`src/hw/rtl/ppsp_pkg.sv`:
```
// Shared types and constants of the P6 stream parser.
`default_nettype none

package ppsp_pkg;

    localparam int CFG_DATA_W  = 32;
    localparam int REG_INDEX_W = 1;

    localparam logic [REG_INDEX_W-1:0] REG_MAX_DIMENSION = 1'b0;
    localparam logic [REG_INDEX_W-1:0] REG_MAX_PIXELS    = 1'b1;

    localparam logic [15:0] MAX_DIMENSION_RESET = 16'd25000;
    localparam logic [31:0] MAX_PIXELS_RESET    = 32'd100000000;

    localparam logic [7:0] CHAR_P       = 8'h50;
    localparam logic [7:0] CHAR_SIX     = 8'h36;
    localparam logic [7:0] CHAR_HASH    = 8'h23;
    localparam logic [7:0] CHAR_SPACE   = 8'h20;
    localparam logic [7:0] CHAR_NEWLINE = 8'h0A;
    localparam logic [7:0] CHAR_TAB     = 8'h09;
    localparam logic [7:0] CHAR_CR      = 8'h0D;
    localparam logic [7:0] CHAR_ZERO    = 8'h30;
    localparam logic [7:0] CHAR_NINE    = 8'h39;

    localparam logic ACTION_DATA = 1'b0;
    localparam logic ACTION_EOS  = 1'b1;

    localparam logic [2:0] KIND_NONE   = 3'd0;
    localparam logic [2:0] KIND_HEADER = 3'd1;
    localparam logic [2:0] KIND_SAMPLE = 3'd2;
    localparam logic [2:0] KIND_ACCEPT = 3'd3;
    localparam logic [2:0] KIND_ERROR  = 3'd4;

    localparam logic [2:0] ERR_NONE    = 3'd0;
    localparam logic [2:0] ERR_HEADER  = 3'd1;
    localparam logic [2:0] ERR_TRUNC   = 3'd2;
    localparam logic [2:0] ERR_TRAIL   = 3'd3;
    localparam logic [2:0] ERR_LARGE   = 3'd4;
    localparam logic [2:0] ERR_OVERMAX = 3'd5;

    typedef enum logic [2:0] {
        PH_P,
        PH_SIX,
        PH_WIDTH,
        PH_HEIGHT,
        PH_MAX,
        PH_DATA,
        PH_DONE,
        PH_ERROR
    } phase_t;

    typedef struct packed {
        logic [15:0] max_dimension;
        logic [31:0] max_pixels;
    } cfg_t;

    typedef struct packed {
        logic [2:0]  kind;
        logic [15:0] sample;
        logic        last_sample;
        logic [15:0] width;
        logic [15:0] height;
        logic [15:0] max_value;
        logic [2:0]  error_code;
    } result_t;

endpackage

`default_nettype wire

```
`src/hw/rtl/ppsp_cfg_regs.sv`:
```
// Configuration registers: size limits of the parser.
`default_nettype none

module ppsp_cfg_regs (
    input  logic                              clk,
    input  logic                              rst_n,
    input  logic                              cfg_write,
    input  logic [ppsp_pkg::REG_INDEX_W-1:0]  cfg_index,
    input  logic [ppsp_pkg::CFG_DATA_W-1:0]   cfg_data,
    output ppsp_pkg::cfg_t                    cfg
);
    import ppsp_pkg::*;

    logic [15:0] max_dimension_reg;
    logic [31:0] max_pixels_reg;

    always_ff @(posedge clk or negedge rst_n)
    begin
        if (!rst_n)
        begin
            max_dimension_reg <= MAX_DIMENSION_RESET;
            max_pixels_reg    <= MAX_PIXELS_RESET;
        end
        else if (cfg_write)
        begin
            case (cfg_index)
                REG_MAX_DIMENSION: max_dimension_reg <= cfg_data[15:0];
                REG_MAX_PIXELS:    max_pixels_reg    <= cfg_data[31:0];
                default:
                begin
                    max_dimension_reg <= max_dimension_reg;
                end
            endcase
        end
    end

    assign cfg.max_dimension = max_dimension_reg;
    assign cfg.max_pixels    = max_pixels_reg;

endmodule

`default_nettype wire

```
`src/hw/rtl/ppsp_parser_core.sv`:
```
// Parser state machine: header fields, sample assembly and per-byte result.
`default_nettype none

module ppsp_parser_core (
    input  logic                clk,
    input  logic                rst_n,
    input  logic                step_en,
    input  logic                action,
    input  logic [7:0]          data_byte,
    input  ppsp_pkg::cfg_t      cfg,
    output ppsp_pkg::result_t   result
);
    import ppsp_pkg::*;

    phase_t      phase_reg, phase_step, phase_next;
    logic        sep_reg, sep_step, sep_next;
    logic        cmt_reg, cmt_step, cmt_next;
    logic        dseen_reg, dseen_step, dseen_next;
    logic [15:0] acc_reg, acc_step, acc_next;
    logic [15:0] w_reg, w_step, w_next;
    logic [15:0] h_reg, h_step, h_next;
    logic [15:0] m_reg, m_step, m_next;
    logic [33:0] left_reg, left_step, left_next;
    logic [7:0]  high_reg, high_step, high_next;
    logic        hp_reg, hp_step, hp_next;
    logic [31:0] area_reg;

    logic        is_ws, is_dig, is_hash, is_nl, is_eos;
    logic [19:0] acc_ext;
    logic        acc_ovf;
    logic        zero_field, too_large;
    logic [33:0] area3;
    logic        wide;
    logic [15:0] sample_val;
    logic        over;
    logic        sample_fire;
    logic [33:0] left_dec;
    logic        left_zero;

    assign is_eos  = (action == ACTION_EOS);
    assign is_nl   = (data_byte == CHAR_NEWLINE);
    assign is_ws   = (data_byte == CHAR_SPACE)
                     || ((data_byte >= CHAR_TAB) && (data_byte <= CHAR_CR));
    assign is_dig  = (data_byte >= CHAR_ZERO) && (data_byte <= CHAR_NINE);
    assign is_hash = (data_byte == CHAR_HASH);

    assign acc_ext = {1'b0, acc_reg, 3'b000} + {3'b000, acc_reg, 1'b0}
                     + {16'd0, data_byte[3:0]};
    assign acc_ovf = |acc_ext[19:16];

    assign zero_field = (w_reg == 16'd0) || (h_reg == 16'd0) || (acc_reg == 16'd0);
    assign too_large  = (w_reg > cfg.max_dimension) || (h_reg > cfg.max_dimension)
                        || (area_reg > cfg.max_pixels);
    assign area3      = {2'b00, area_reg} + {1'b0, area_reg, 1'b0};

    assign wide        = |m_reg[15:8];
    assign sample_val  = wide ? {high_reg, data_byte} : {8'd0, data_byte};
    assign over        = (sample_val > m_reg);
    assign sample_fire = !wide || hp_reg;
    assign left_dec    = left_reg - 34'd1;
    assign left_zero   = (left_dec == 34'd0);

    // width and height settle at least two transfers before the header ends
    always_ff @(posedge clk)
    begin
        area_reg <= w_reg * h_reg;
    end

    always_comb
    begin : next_state
        phase_step = phase_reg;
        sep_step   = sep_reg;
        cmt_step   = cmt_reg;
        dseen_step = dseen_reg;
        acc_step   = acc_reg;
        w_step     = w_reg;
        h_step     = h_reg;
        m_step     = m_reg;
        left_step  = left_reg;
        high_step  = high_reg;
        hp_step    = hp_reg;
        if (!is_eos)
        begin
            case (phase_reg)
                PH_P:
                begin
                    phase_step = (data_byte == CHAR_P) ? PH_SIX : PH_ERROR;
                end
                PH_SIX:
                begin
                    if (data_byte == CHAR_SIX)
                    begin
                        phase_step = PH_WIDTH;
                        sep_step   = 1'b0;
                        cmt_step   = 1'b0;
                        dseen_step = 1'b0;
                        acc_step   = 16'd0;
                    end
                    else
                    begin
                        phase_step = PH_ERROR;
                    end
                end
                PH_WIDTH, PH_HEIGHT, PH_MAX:
                begin
                    if (dseen_reg)
                    begin
                        if (is_dig)
                        begin
                            acc_step = acc_ext[15:0];
                            if (acc_ovf)
                            begin
                                phase_step = PH_ERROR;
                            end
                        end
                        else if (phase_reg == PH_MAX)
                        begin
                            m_step = acc_reg;
                            if (!is_ws || zero_field || too_large)
                            begin
                                phase_step = PH_ERROR;
                            end
                            else
                            begin
                                left_step  = area3;
                                hp_step    = 1'b0;
                                phase_step = PH_DATA;
                            end
                        end
                        else
                        begin
                            if (phase_reg == PH_WIDTH)
                            begin
                                w_step = acc_reg;
                            end
                            else
                            begin
                                h_step = acc_reg;
                            end
                            dseen_step = 1'b0;
                            acc_step   = 16'd0;
                            sep_step   = 1'b1;
                            cmt_step   = is_hash;
                            if (!is_ws && !is_hash)
                            begin
                                phase_step = PH_ERROR;
                            end
                            else
                            begin
                                phase_step = (phase_reg == PH_WIDTH) ? PH_HEIGHT : PH_MAX;
                            end
                        end
                    end
                    else if (is_ws)
                    begin
                        sep_step = 1'b1;
                        if (is_nl)
                        begin
                            cmt_step = 1'b0;
                        end
                    end
                    else if (is_hash)
                    begin
                        sep_step = 1'b1;
                        cmt_step = 1'b1;
                    end
                    else if (cmt_reg)
                    begin
                        cmt_step = 1'b1;
                    end
                    else if (!sep_reg || !is_dig)
                    begin
                        phase_step = PH_ERROR;
                    end
                    else
                    begin
                        dseen_step = 1'b1;
                        acc_step   = {12'd0, data_byte[3:0]};
                    end
                end
                PH_DATA:
                begin
                    if (!sample_fire)
                    begin
                        high_step = data_byte;
                        hp_step   = 1'b1;
                    end
                    else
                    begin
                        hp_step = 1'b0;
                        if (over)
                        begin
                            phase_step = PH_ERROR;
                        end
                        else
                        begin
                            left_step = left_dec;
                            if (left_zero)
                            begin
                                phase_step = PH_DONE;
                            end
                        end
                    end
                end
                PH_DONE:
                begin
                    phase_step = PH_ERROR;
                end
                PH_ERROR:
                begin
                    phase_step = PH_ERROR;
                end
                default:
                begin
                    phase_step = PH_ERROR;
                end
            endcase
        end
    end

    // end of stream rearms the parser after its result is formed
    always_comb
    begin : rearm
        if (is_eos)
        begin
            phase_next = PH_P;
            sep_next   = 1'b0;
            cmt_next   = 1'b0;
            dseen_next = 1'b0;
            acc_next   = 16'd0;
            w_next     = 16'd0;
            h_next     = 16'd0;
            m_next     = 16'd0;
            left_next  = 34'd0;
            high_next  = 8'd0;
            hp_next    = 1'b0;
        end
        else
        begin
            phase_next = phase_step;
            sep_next   = sep_step;
            cmt_next   = cmt_step;
            dseen_next = dseen_step;
            acc_next   = acc_step;
            w_next     = w_step;
            h_next     = h_step;
            m_next     = m_step;
            left_next  = left_step;
            high_next  = high_step;
            hp_next    = hp_step;
        end
    end

    always_comb
    begin : outputs
        result.kind        = KIND_NONE;
        result.sample      = 16'd0;
        result.last_sample = 1'b0;
        result.error_code  = ERR_NONE;
        result.width       = w_step;
        result.height      = h_step;
        result.max_value   = m_step;
        if (is_eos)
        begin
            case (phase_reg)
                PH_DONE:
                begin
                    result.kind = KIND_ACCEPT;
                end
                PH_DATA:
                begin
                    result.kind       = KIND_ERROR;
                    result.error_code = ERR_TRUNC;
                end
                PH_ERROR:
                begin
                    result.kind = KIND_NONE;
                end
                default:
                begin
                    result.kind       = KIND_ERROR;
                    result.error_code = ERR_HEADER;
                end
            endcase
        end
        else
        begin
            case (phase_reg)
                PH_P, PH_SIX, PH_WIDTH, PH_HEIGHT:
                begin
                    if (phase_step == PH_ERROR)
                    begin
                        result.kind       = KIND_ERROR;
                        result.error_code = ERR_HEADER;
                    end
                end
                PH_MAX:
                begin
                    if (phase_step == PH_DATA)
                    begin
                        result.kind = KIND_HEADER;
                    end
                    else if (phase_step == PH_ERROR)
                    begin
                        result.kind = KIND_ERROR;
                        if (dseen_reg && !is_dig && is_ws && !zero_field && too_large)
                        begin
                            result.error_code = ERR_LARGE;
                        end
                        else
                        begin
                            result.error_code = ERR_HEADER;
                        end
                    end
                end
                PH_DATA:
                begin
                    if (sample_fire)
                    begin
                        if (over)
                        begin
                            result.kind       = KIND_ERROR;
                            result.error_code = ERR_OVERMAX;
                        end
                        else
                        begin
                            result.kind        = KIND_SAMPLE;
                            result.sample      = sample_val;
                            result.last_sample = left_zero;
                        end
                    end
                end
                PH_DONE:
                begin
                    result.kind       = KIND_ERROR;
                    result.error_code = ERR_TRAIL;
                end
                PH_ERROR:
                begin
                    result.kind = KIND_NONE;
                end
                default:
                begin
                    result.kind       = KIND_ERROR;
                    result.error_code = ERR_HEADER;
                end
            endcase
        end
    end

    always_ff @(posedge clk or negedge rst_n)
    begin
        if (!rst_n)
        begin
            phase_reg <= PH_P;
            sep_reg   <= 1'b0;
            cmt_reg   <= 1'b0;
            dseen_reg <= 1'b0;
            acc_reg   <= 16'd0;
            w_reg     <= 16'd0;
            h_reg     <= 16'd0;
            m_reg     <= 16'd0;
            left_reg  <= 34'd0;
            high_reg  <= 8'd0;
            hp_reg    <= 1'b0;
        end
        else if (step_en)
        begin
            phase_reg <= phase_next;
            sep_reg   <= sep_next;
            cmt_reg   <= cmt_next;
            dseen_reg <= dseen_next;
            acc_reg   <= acc_next;
            w_reg     <= w_next;
            h_reg     <= h_next;
            m_reg     <= m_next;
            left_reg  <= left_next;
            high_reg  <= high_next;
            hp_reg    <= hp_next;
        end
    end

endmodule

`default_nettype wire

```
`src/hw/rtl/ppsp_out_reg.sv`:
```
// Result register with valid/stall handshake toward the consumer.
`default_nettype none

module ppsp_out_reg (
    input  logic                clk,
    input  logic                rst_n,
    input  logic                load,
    input  ppsp_pkg::result_t   result,
    input  logic                out_stall,
    output logic                out_valid,
    output logic                busy,
    output ppsp_pkg::result_t   held
);
    import ppsp_pkg::*;

    logic    valid_reg, valid_next;
    result_t data_reg;

    assign busy = valid_reg && out_stall;

    always_comb
    begin
        if (load)
        begin
            valid_next = 1'b1;
        end
        else if (out_stall)
        begin
            valid_next = valid_reg;
        end
        else
        begin
            valid_next = 1'b0;
        end
    end

    always_ff @(posedge clk or negedge rst_n)
    begin
        if (!rst_n)
        begin
            valid_reg <= 1'b0;
        end
        else
        begin
            valid_reg <= valid_next;
        end
    end

    always_ff @(posedge clk)
    begin
        if (load)
        begin
            data_reg <= result;
        end
    end

    assign out_valid = valid_reg;
    assign held      = data_reg;

endmodule

`default_nettype wire

```
`src/hw/rtl/ppm_p6_stream_parser_unit.sv`:
```
// Top level of the P6 image byte-stream parser.
`default_nettype none

// Channel  Dir  Handshake              Payload
// in       in   in_valid / in_stall    action, data_byte
// out      out  out_valid / out_stall  kind, sample, last_sample, width, height,
//                                      max_value, error_code
// cfg      in   cfg_write              cfg_index, cfg_data
//
// One byte per cycle unless a held result is stalled; each input transfer yields
// one result, registered in the output register in the cycle after the transfer.
// The width*height product is registered from the stored width and height registers.
// Reset clears the parser and loads the default size limits.
// in_stall rises only while a result is held and out_stall is high.

module ppm_p6_stream_parser_unit (
    input  logic                              clk,
    input  logic                              rst_n,
    input  logic                              in_valid,
    output logic                              in_stall,
    input  logic                              action,
    input  logic [7:0]                        data_byte,
    output logic                              out_valid,
    input  logic                              out_stall,
    output logic [2:0]                        kind,
    output logic [15:0]                       sample,
    output logic                              last_sample,
    output logic [15:0]                       width,
    output logic [15:0]                       height,
    output logic [15:0]                       max_value,
    output logic [2:0]                        error_code,
    input  logic                              cfg_write,
    input  logic [ppsp_pkg::REG_INDEX_W-1:0]  cfg_index,
    input  logic [ppsp_pkg::CFG_DATA_W-1:0]   cfg_data
);
    import ppsp_pkg::*;

    cfg_t    cfg;
    result_t step_result;
    result_t held;
    logic    busy;
    logic    accept;

    assign in_stall = busy;
    assign accept   = in_valid && !busy;

    ppsp_cfg_regs u_cfg (
        .clk       (clk),
        .rst_n     (rst_n),
        .cfg_write (cfg_write),
        .cfg_index (cfg_index),
        .cfg_data  (cfg_data),
        .cfg       (cfg)
    );

    ppsp_parser_core u_core (
        .clk       (clk),
        .rst_n     (rst_n),
        .step_en   (accept),
        .action    (action),
        .data_byte (data_byte),
        .cfg       (cfg),
        .result    (step_result)
    );

    ppsp_out_reg u_out (
        .clk       (clk),
        .rst_n     (rst_n),
        .load      (accept),
        .result    (step_result),
        .out_stall (out_stall),
        .out_valid (out_valid),
        .busy      (busy),
        .held      (held)
    );

    assign kind        = held.kind;
    assign sample      = held.sample;
    assign last_sample = held.last_sample;
    assign width       = held.width;
    assign height      = held.height;
    assign max_value   = held.max_value;
    assign error_code  = held.error_code;

    a_transfer_yields_result: assert property (@(posedge clk) disable iff (!rst_n)
        (in_valid && !in_stall) |=> out_valid)
        else $error("input transfer produced no result");

    a_error_has_code: assert property (@(posedge clk) disable iff (!rst_n)
        (out_valid && (kind == KIND_ERROR)) |-> (error_code != ERR_NONE))
        else $error("error result without code");

    a_code_only_on_error: assert property (@(posedge clk) disable iff (!rst_n)
        (out_valid && (kind != KIND_ERROR)) |-> (error_code == ERR_NONE))
        else $error("error code on non-error result");

    a_last_is_sample: assert property (@(posedge clk) disable iff (!rst_n)
        (out_valid && last_sample) |-> (kind == KIND_SAMPLE))
        else $error("last flag on non-sample result");

endmodule

`default_nettype wire
```
`config.mk`:
```
export PLATFORM = sky130hd
export DESIGN_NAME = ppm_p6_stream_parser_unit
export DESIGN_NICKNAME = d
export VERILOG_FILES = /design/src/hw/rtl/ppsp_pkg.sv /design/src/hw/rtl/ppsp_cfg_regs.sv /design/src/hw/rtl/ppsp_parser_core.sv /design/src/hw/rtl/ppsp_out_reg.sv /design/src/hw/rtl/ppm_p6_stream_parser_unit.sv
export SDC_FILE = /design/constraint.sdc
export NUM_CORES = 1
export LEC_CHECK = 0
export ABC_AREA = 1
export BUFFER_PORTS_ARGS = -buffer_cell sky130_fd_sc_hd__buf_2
export CAP_MARGIN = 20
export CORE_ASPECT_RATIO = 0.9
export CORE_UTILIZATION = 42
export CTS_CLUSTER_SIZE = 8
export DETAILED_ROUTE_END_ITERATION = 16
export GPL_ROUTABILITY_DRIVEN = 0
export GPL_TIMING_DRIVEN = 0
export SLEW_MARGIN = 15
export SYNTH_ARGS = -nofsm -noshare
export SYNTH_HDL_FRONTEND = slang
export SYNTH_SLANG_ARGS = --single-unit
```
`constraint.sdc`:
```
create_clock -name clk -period 8.66 [get_ports clk]
set_clock_uncertainty 0.05 [all_clocks]
set_input_delay 2.598 -clock clk [delete_from_list [all_inputs] [get_ports clk]]
set_output_delay 2.598 -clock clk [all_outputs]
set_load 0.01 [all_outputs]
```
==> flow_summary.toml, run 1 <==
[detailed_routing]
wl_per_cell_um = 17.3
wirelength_mm = 72.5
drt_iter0_drc = 1742
drt_pass1_iterations = 6
viasPerCell = 5.11
drt.antenna.violating_nets = 0
vias = 21479
drc_errors = 0

[die]
die_area_um2 = 60700
rows = 84
chipWidth_um = 260
initial_core_util_pct = 42.7
core_um2 = 58600
io_pins = 120
dieHeight_um = 234

[min_path]
min_path_type = "flop to flop"

[synth]
synth_area_um2 = 25100
synth.avg_cell_area_um2 = 7.74
synth.area.mux_share_pct = 0
yosys_register_bits = 265
synth_top_family_by_area = "adder cells"
synth_nets = 3730
ys_async_sr_fraction_pct = 61.1
synth-main-ff-cell = "dfrtp_1"
synthAdderAreaFrac_pct = 28.2
synth_cell_types = 56
netlist_instances = 3237
synth_compound_area_share_pct = 11.0
yosysSeqAreaShare_pct = 27.3
synth_edf_count = 71
ys.warnings.count = 0
synth_xor_area_share_pct = 2.06
yosys.area_share.simple_pct = 19.4

[cells_and_area]
final_layout_size_suffix_gt1_share_pct = 7.23
largest_register_ffs = 71
postLayoutCellArea_um2 = 27800
n_antenna_cell = 0
n_fill_cell = 5935
nets = 3892
final_common_cell = "nand2_1"
layout_common_cells = "nand2_1 (758), inv_1 (675), ha_1 (249)"
area_growth_pct = 11.1

[global_route]
grt_pass1_wl_mm = 113
grt_max_degree = 98
antenna_found_initial = 0
grt-ovfl-total = 0
grt_pass1_vias = 20480
grt_usage_pct = 24.1

[timing]
rsz0062_at_grt = "no"
maxSlewViolCount = 0
setup_viol = 0
period_share_pct = 82.0
final-hold-violation-count = 0
fmax_mhz = 141
finalSetupTns_ns = 0
worstMarginPinSlew_ns = 0.935
fin_crit_ns = 7.10
holdWs_ns = 0.429
slew_headroom_pct = 37.4

[clock_network]
ctsHoldBuffers = 0
cts_tree = "yes"
path_clk_slew_ns = 0.05
cts_max_path_buffers = 3
htreeDepth = 2
clk-insertion-delay-late_ns = 0.57
root_buffer = "clkbuf_16"
postCtsSetupBuffers = 0
clock-sinks = 265
numCtsBuffers = 39
cts_resized = 0

[critical_path]
cp-end-kind = "flop"
startpoint_type = "flop"
cp_data_required_time_ns = 9.03
crit_path_max_fanout = 10
worstPathArrival_ns = 7.48
worstSetupPathType = "flop to flop"

[pwr]
peakVddDrop_mv = 0.119
p_leak_nw = 15.8
powerDensity_nw_per_um2 = 159

[run]
drv_cap = 0

[placement]
place.port_buffers = 119
dpl.hpwl_mm = 58.7
place_area_um2 = 26700

[outcome]
status = "completed"
==> logic make-up (layout without fill, tap and decap cells) <==
logic type               after synthesis  after routing
AND/OR/NAND/NOR                     1175           1175
buffers and inverters                797            989
AO/OA/AOI/OAI                        495            495
adder cells (fa/ha/maj)              446            446
flip-flops                           265            265
XOR/XNOR                              59             59
==> area by class of cell <==
class	instances	area (µm²)	area share, %
Inverter	685	2570	9.24
Sequential cell	265	6850	24.6
Multi-Input combinational cell	2175	15200	54.6
Clock buffer	66	1080	3.87
Buffer	112	452	1.62
Tap cell	774	968	3.48
Timing Repair Buffer	121	661	2.37
Clock inverter	5	65.1	0.234
==> routing by layer <==
layer / GRT usage (%) / vias to the layer above / share of wire (%)
met5: 0.714 / - / 0.074
met4: 5.94 / 2 / 2.4
met3: 5.43 / 105 / 8.1
met2: 35.9 / 657 / 42
met1: 35.2 / 10195 / 47
li1: - / 10520 / -
==> Yosys cell counts (all sizes together) (2+ instances only) <==
cell    count  area, µm²
nor3       26        135
a21o       11       82.6
o221ai      5       43.8
o21a        4       30.0
buf        12       71.3
dfxtp      32        641
o22ai      80        500
clkbuf    100        377
xnor2      20        175
and3        3       18.8
a21boi      4       30.0
nand2     769       2920
o41ai       4       35.0
xor2       39        342
dfstp      18        473
or2         3       18.8
nand4      32        200
a31oi      14       87.6
o21ai     203       1030
edfxtp     71       2130
o31ai       2       15.0
nor2      238        995
ha        249       3120
a21oi     145        729
o211ai      9       67.6
a221oi      2       17.5
nand3b      2       15.0
nor4        9       71.3
dfrtp     144       3600
o21bai      6       45.0
nand3      93        480
inv       685       2570
fa        197       3940
==> critical path: stages (launching register included) <==
cell,delay (ns)
dfrtp_1,0.34
clkbuf_1,0.57
clkbuf_1,0.54
nand2_1,0.16
fa_1,0.56
inv_1,0.05
fa_1,0.52
inv_1,0.05
fa_1,0.50
inv_1,0.05
fa_1,0.49
inv_1,0.06
fa_1,0.52
inv_1,0.05
fa_1,0.48
ha_1,0.39
a21oi_1,0.15
o21ai_0,0.09
a21oi_1,0.36
o21ai_1,0.17
nand2_1,0.09
nand2_1,0.08
nand2_1,0.07
nand2_1,0.08
a21oi_1,0.23
o21ai_1,0.11
xor2_1,0.15
==> stage by stage <==
stage                     worst slack, ns  utilization (%)  power (mW)  std cells
after floorplan                      2.71                -        2.55       3237
after global placement               1.32             45.4        2.98       4130
after detailed placement             1.66             45.5        2.98       4132
after CTS                            1.62             47.5        4.44       4203
after global routing                 1.19             47.5        4.70       4203
final                                1.56             47.5        4.43       4203
==> report_power, final <==
group          internal [mW]  switching, mW
clock network          0.848          0.599
registers               1.38         0.0654
logic                  0.461           1.08
total                   2.68           1.75
==> final timing paths <==
check                      slack [ns]            start                  end  cells after the start
min in group asynchronous        1.95            rst_n  u_core.left_reg[28]                      1
max                              1.56  u_core.w_reg[8]  u_core.area_reg[29]                     26
max in group asynchronous        5.67            rst_n      u_core.w_reg[7]                      2
max reg2reg                      1.56  u_core.w_reg[8]  u_core.area_reg[29]                     26
min                              0.43  u_out.out_valid      u_out.out_valid                      2
min reg2reg                      0.43  u_out.out_valid      u_out.out_valid                      2
(Power assumes the default switching activity.)
==> inputs of run 2 (changes only) <==
- clock period: 8.66 -> 6.7 ns (I/O delays scaled with it)
==> run 2 against run 1 <==
  * Die area did not move
  * Design area barely moved
  * Highest routed layer unchanged
  * Worst setup slack got worse by 1.2 ns
  * Largest power group unchanged
  * Critical path type unchanged
  * Combinational power rose by 30%
  * Flip-flop and latch count did not move
  * Clock power rose by 29%
  * Final cell count fell by 0.33%
==> flow_summary.toml, run 2 (synthesized netlist as in run 1, its figures left out) <==
[outcome]
status = "completed"

[detailed_routing]
wl_met3_mm = 5.95
drt.antenna.violating_nets = 0
vias = 21488
drt_pass1_iterations = 5
dr.max_layer_used = "met5"
wl_per_cell_um = 17.3
wirelength_mm = 72.4
dr_wl_met2_mm = 30.6
drt_iter0_drc = 1851
drc_errors = 0
wirelength_met1_mm = 34.2
viasPerCell = 5.13

[cells_and_area]
n_antenna_cell = 0
layout_common_cells = "nand2_1 (758), inv_1 (675), ha_1 (249)"
largest_register_ffs = 71
final_common_cell = "nand2_1"
final_layout_size_suffix_gt1_share_pct = 8.49
area_growth_pct = 11.1
n_fill_cell = 5936
final_core_util_pct = 47.5
nets = 3878

[pwr]
intPower_mw = 3.47
peakVddDrop_mv = 0.154
pwr-share-comb_pct = 34.9
p_clk_share_pct = 32.6
p_sw_mw = 2.26
powerDensity_nw_per_um2 = 206
p_seq_share_pct = 32.5
p_leak_nw = 15.9
swShare_pct = 39.5

[timing]
fmax_mhz = 158
slew_headroom_pct = 37.1
maxSlewViolCount = 0
setup_viol = 0
final-hold-violation-count = 0
period_share_pct = 94.8
finalSetupTns_ns = 0
rsz0062_at_grt = "no"
worstMarginPinSlew_ns = 0.939
holdWs_ns = 0.429
fin_crit_ns = 6.35

[critical_path]
startpoint_type = "flop"
r2r_start = "u_core.w_reg[10]"
cp-end-kind = "flop"
rr_worst_depth = 24
crit_path_max_fanout = 10
worstPathArrival_ns = 6.72
cp_data_required_time_ns = 7.07
worstSetupPathType = "flop to flop"
crit_path_start = "u_core.w_reg[10]"

[global_route]
grt-ovfl-total = 0
grt_pass1_vias = 20476
antenna_found_initial = 0
grt_max_degree = 98
grt_pass1_wl_mm = 113
grt_usage_pct = 24.1

[run]
drv_cap = 0

[clock_network]
cts_tree = "yes"
cts_max_path_buffers = 3
htreeDepth = 2
postCtsSetupBuffers = 0
root_buffer = "clkbuf_16"
numCtsBuffers = 39
clk-insertion-delay-late_ns = 0.57
cts_resized = 19
clock-sinks = 265
ctsHoldBuffers = 0
path_clk_slew_ns = 0.05

[die]
io_pins = 120
initial_core_util_pct = 42.7
rows = 84
chipWidth_um = 260
dieHeight_um = 234
die_area_um2 = 60700
core_um2 = 58600

[min_path]
hold_depth = 2
min_from = "u_out.out_valid"
min_path_type = "flop to flop"

[placement]
dpl.hpwl_mm = 58.7
place.port_buffers = 119
run 2: cell types whose count changed in the layout (fill, tap and decap cells not counted), sizes merged:
cell | before | now
buf | 133 | 138
clkbuf | 166 | 147
run 2: path summary, 6_finish.rpt:
kind,end,slack [ns]
min reg2reg,u_out.out_valid,0.43
max,u_core.area_reg[28],0.35
min in group asynchronous,u_core.left_reg[28],1.37
max in group asynchronous,u_core.h_reg[6],4.25
max reg2reg,u_core.area_reg[28],0.35
min,u_out.out_valid,0.43
run 2: per-layer routing:
metal  vias up  track usage, %
met5         -           0.714
met1     10231            35.0
li1      10490               -
met3       103            5.52
met2       662            35.9
met4         2            5.83
run 2: final cells by class:
class                      count  area, µm²  share of cell area [%]
buffer                        98        463                    1.66
clock buffer                  66       1080                    3.87
clock inverter                 5       65.1                   0.234
inverter                     685       2570                    9.23
multi-input combinational   2175      15200                    54.6
sequential                   265       6850                    24.6
tap                          774        968                    3.48
timing repair buffer         121        661                    2.37
run 2: critical path, cell delays in order, from the launching register on:
cell and delay, ns:
dfrtp_1 0.35, clkbuf_2 0.30, clkbuf_4 0.31, nand2_1 0.10, fa_1 0.54, inv_1 0.05, fa_1 0.47, inv_1 0.05
fa_1 0.49, inv_1 0.05, fa_1 0.49, inv_1 0.06, fa_1 0.54, inv_1 0.06, fa_1 0.47, ha_1 0.37
a21oi_1 0.16, o21ai_0 0.11, a21oi_2 0.24, o21ai_2 0.10, a21boi_1 0.20, o21ai_0 0.16, a21boi_1 0.21, o21ai_0 0.12
xor2_1 0.15
run 2: stage by stage:
stage	setup WS [ns]	instance area, µm²	total power, mW	instances
after floorplan	0.747	25100	3.29	3237
after detailed placement	-0.298	26700	3.85	4132
after global routing	0.000455	27900	6.08	4189
after global placement	-0.306	26600	3.85	4130
after CTS	0.00212	27900	5.74	4201
final	0.352	27900	5.73	4189
run 2: power by group through the flow:
stage	clock network, mW	logic, mW	registers [mW]
floorplan	0	1.42	1.88
CTS	1.91	1.97	1.86
global route	1.97	2.24	1.88
finish	1.87	2.00	1.86
detailed placement	0	1.96	1.89
global placement	0	1.96	1.89
==> inputs of run 3 (changes only) <==
- ABC_AREA: 1 -> not set
==> run 3 against run 2 <==
  * Worst setup slack lost 0.095 ns
  * Largest cell class unchanged
  * Sequential share of layout area grew 0.67 points
  * Fmax shrank 1.5%
  * Final cell count shrank 15%
  * Combinational power shrank 46%
  * Critical endpoint is now u_core.area_reg[31]
==> flow_summary.toml, run 3 <==
[outcome]
status = "completed"

[detailed_routing]
wirelength_mm = 70.0
wl_per_cell_um = 19.7
drt_iter0_drc = 1918
drt.antenna.violating_nets = 0
drc_errors = 0
viasPerCell = 5.60
drt_pass1_iterations = 6
vias = 19835

[synth]
yosysMostFrequentCell = "inv_1"
netlist.area_leader.share_pct = 16.4
synth.avg_cell_area_um2 = 9.30
synth-main-ff-cell = "dfrtp_1"
yosysSeqAreaShare_pct = 28.4
synthTopCellsByArea = "fa_1 (16%), dfrtp_1 (15%), ha_1 (13%), edfxtp_1 (8.8%), inv_1 (5.0%)"
synth_area_um2 = 24100
ys.warnings.count = 0
synth_nets = 3085
yosys.area.top_type = "fa_1"
netlist_instances = 2592
synth_edf_count = 71
synth_cell_types = 74
synth_common_cells = "inv_1 (322), nand2_1 (312), ha_1 (249)"
yosys_register_bits = 265
ys_async_sr_fraction_pct = 61.1

[critical_path]
slowest_delay_ns = 0.56
cp_data_required_time_ns = 7.10
worstSetupPathType = "flop to flop"
crit_slowest_cell = "fa_1"
crit_path_max_fanout = 10
startpoint_type = "flop"
crit_top_cell = "fa_1"
crit_path_start = "u_core.h_reg[15]"
worstPathArrival_ns = 6.84
cp-end-kind = "flop"
r2r_start = "u_core.h_reg[15]"
cp_cell_sequence = "clkbuf_4 > clkbuf_2 > nand2_1 > fa_1 > inv_1 > fa_1 > fa_1 > fa_1 > fa_1 > fa_1 > ha_1 > a21o_1 > a21oi_1 > o21bai_1 > a21o_1 > a21oi_1 > nor2_1 > a211o_1 > nand4_1 > nand4b_1 > a21oi_1 > xnor2_1"

[clock_network]
clk-insertion-delay-late_ns = 0.55
cts_tree = "yes"
numCtsBuffers = 40
root_buffer = "clkbuf_16"
clock-sinks = 265
cts_max_path_buffers = 3
htreeDepth = 2
path_clk_slew_ns = 0.06

[pwr]
peakVddDrop_mv = 0.150
powerDensity_nw_per_um2 = 178
p_leak_nw = 13.5
finalPower_mw = 4.85

[placement]
place_area_um2 = 25700
dpl.hpwl_mm = 54.8
post-place-ws_ns = -0.706
place.port_buffers = 118

[timing]
rsz0062_at_grt = "no"
fmax_mhz = 155
worstMarginPinSlew_ns = 0.996
period_share_pct = 96.2
final-hold-violation-count = 0
fin_crit_ns = 6.44
maxSlewViolCount = 0
slew_headroom_pct = 33.6
setup_viol = 0
finalWorstSetupSlack_ns = 0.256
finalSetupTns_ns = 0

[cells_and_area]
largest_register_ffs = 71
final_core_util_pct = 48.4
final_common_cell = "inv_1"
layout_common_cells = "inv_1 (322), nand2_1 (312), ha_1 (247)"
postLayoutCellArea_um2 = 27200
n_antenna_cell = 0
nets = 3251
n_fill_cell = 5341
area_growth_pct = 12.8
final_layout_size_suffix_gt1_share_pct = 13.1

[die]
die_area_um2 = 58400
io_pins = 120
initial_core_util_pct = 42.9
rows = 82
chipWidth_um = 255
core_um2 = 56200
dieHeight_um = 229

[run]
drv_cap = 0

[global_route]
grt-ovfl-total = 0
grt_max_degree = 96
grt_usage_pct = 24.1
grt_pass1_wl_mm = 109
grt_pass1_vias = 19578
antenna_found_initial = 1

[min_path]
min_from = "u_cfg.max_pixels_reg[9]"
min_path_type = "flop to flop"
## run 3: cell types whose count changed in the layout (fill, tap and decap cells not counted), moves of 30 or more
cell / delta
o21ai_0: -30
nor2_1: -120
and2_1: +105
xnor2_1: +30
nand3_1: -58
nand2_1: -446
inv_1: -353
o22ai_1: -70
mux2_2: +63
a22o_1: +48
## run 3: cell type report
cell class	count	area (µm²)	area share [%]
Inverter	322	1210	4.44
Timing Repair Buffer	146	846	3.11
Clock buffer	67	1100	4.05
Tap cell	756	946	3.48
Multi-Input combinational cell	1875	15600	57.4
Clock inverter	5	43.8	0.161
Sequential cell	265	6870	25.3
Buffer	108	574	2.11
## run 3: critical path, delay by kind of cell (launching register included)
family,cells,cell delay [ns]
xor+xnor,1,0.14
buf+inv,3,0.57
fa+ha+maj,7,3.66
simple gates,4,0.38
flops,1,0.35
compound gates,7,1.18
## run 3: repair_timing
item	4_1_cts	5_1_grt
buffers inserted	0	26
hold endpoints to repair	0	0
pin swaps	0	1
hold buffers	0	0
endpoints found under the setup margin	11	7
gates resized for setup	49	104
## run 3: cell families (layout without fill, tap and decap cells)
group | Yosys count | after routing | share of synthesized area (%)
compound gates | 539 | 539 | 14.3
mux | 66 | 66 | 3.07
buf+inv | 452 | 648 | 7.05
xor+xnor | 74 | 74 | 2.69
simple gates | 750 | 750 | 15.3
flops | 265 | 265 | 28.4
fa+ha+maj | 446 | 446 | 29.3
## run 3: per-stage QoR
step / hold slack (ns) / std cells
final: 0.452 / 3544
after global routing: 0.462 / 3544
after CTS: 0.454 / 3523
after detailed placement: 0.443 / 3468
after global placement: 0.438 / 3466
after floorplan: 0.402 / 2592
## run 3: routing by layer
metal	GRT usage, %	up-vias	wire, µm
li1	-	9173	-
met2	37.5	716	31800
met4	7.69	0	2110
met1	34.0	9813	31000
met3	4.38	133	5120
met5	0	-	0
## run 3: power by group
group	total, mW	switching, mW	internal (mW)
registers	1.91	0.105	1.80
clock network	1.86	0.743	1.12
logic	1.09	0.681	0.406
total	4.85	1.53	3.33
## run 3: final timing paths
kind | slack (ns) | depth (start not counted) | to
max in group asynchronous | 4.29 | 2 | u_core.h_reg[12]
min in group asynchronous | 1.33 | 1 | u_core.high_reg[6]
worst min register to register | 0.45 | 1 | u_cfg.max_pixels_reg[9]
worst min-delay path | 0.45 | 1 | u_cfg.max_pixels_reg[9]
worst max-delay path | 0.26 | 22 | u_core.area_reg[31]
worst max register to register | 0.26 | 22 | u_core.area_reg[31]
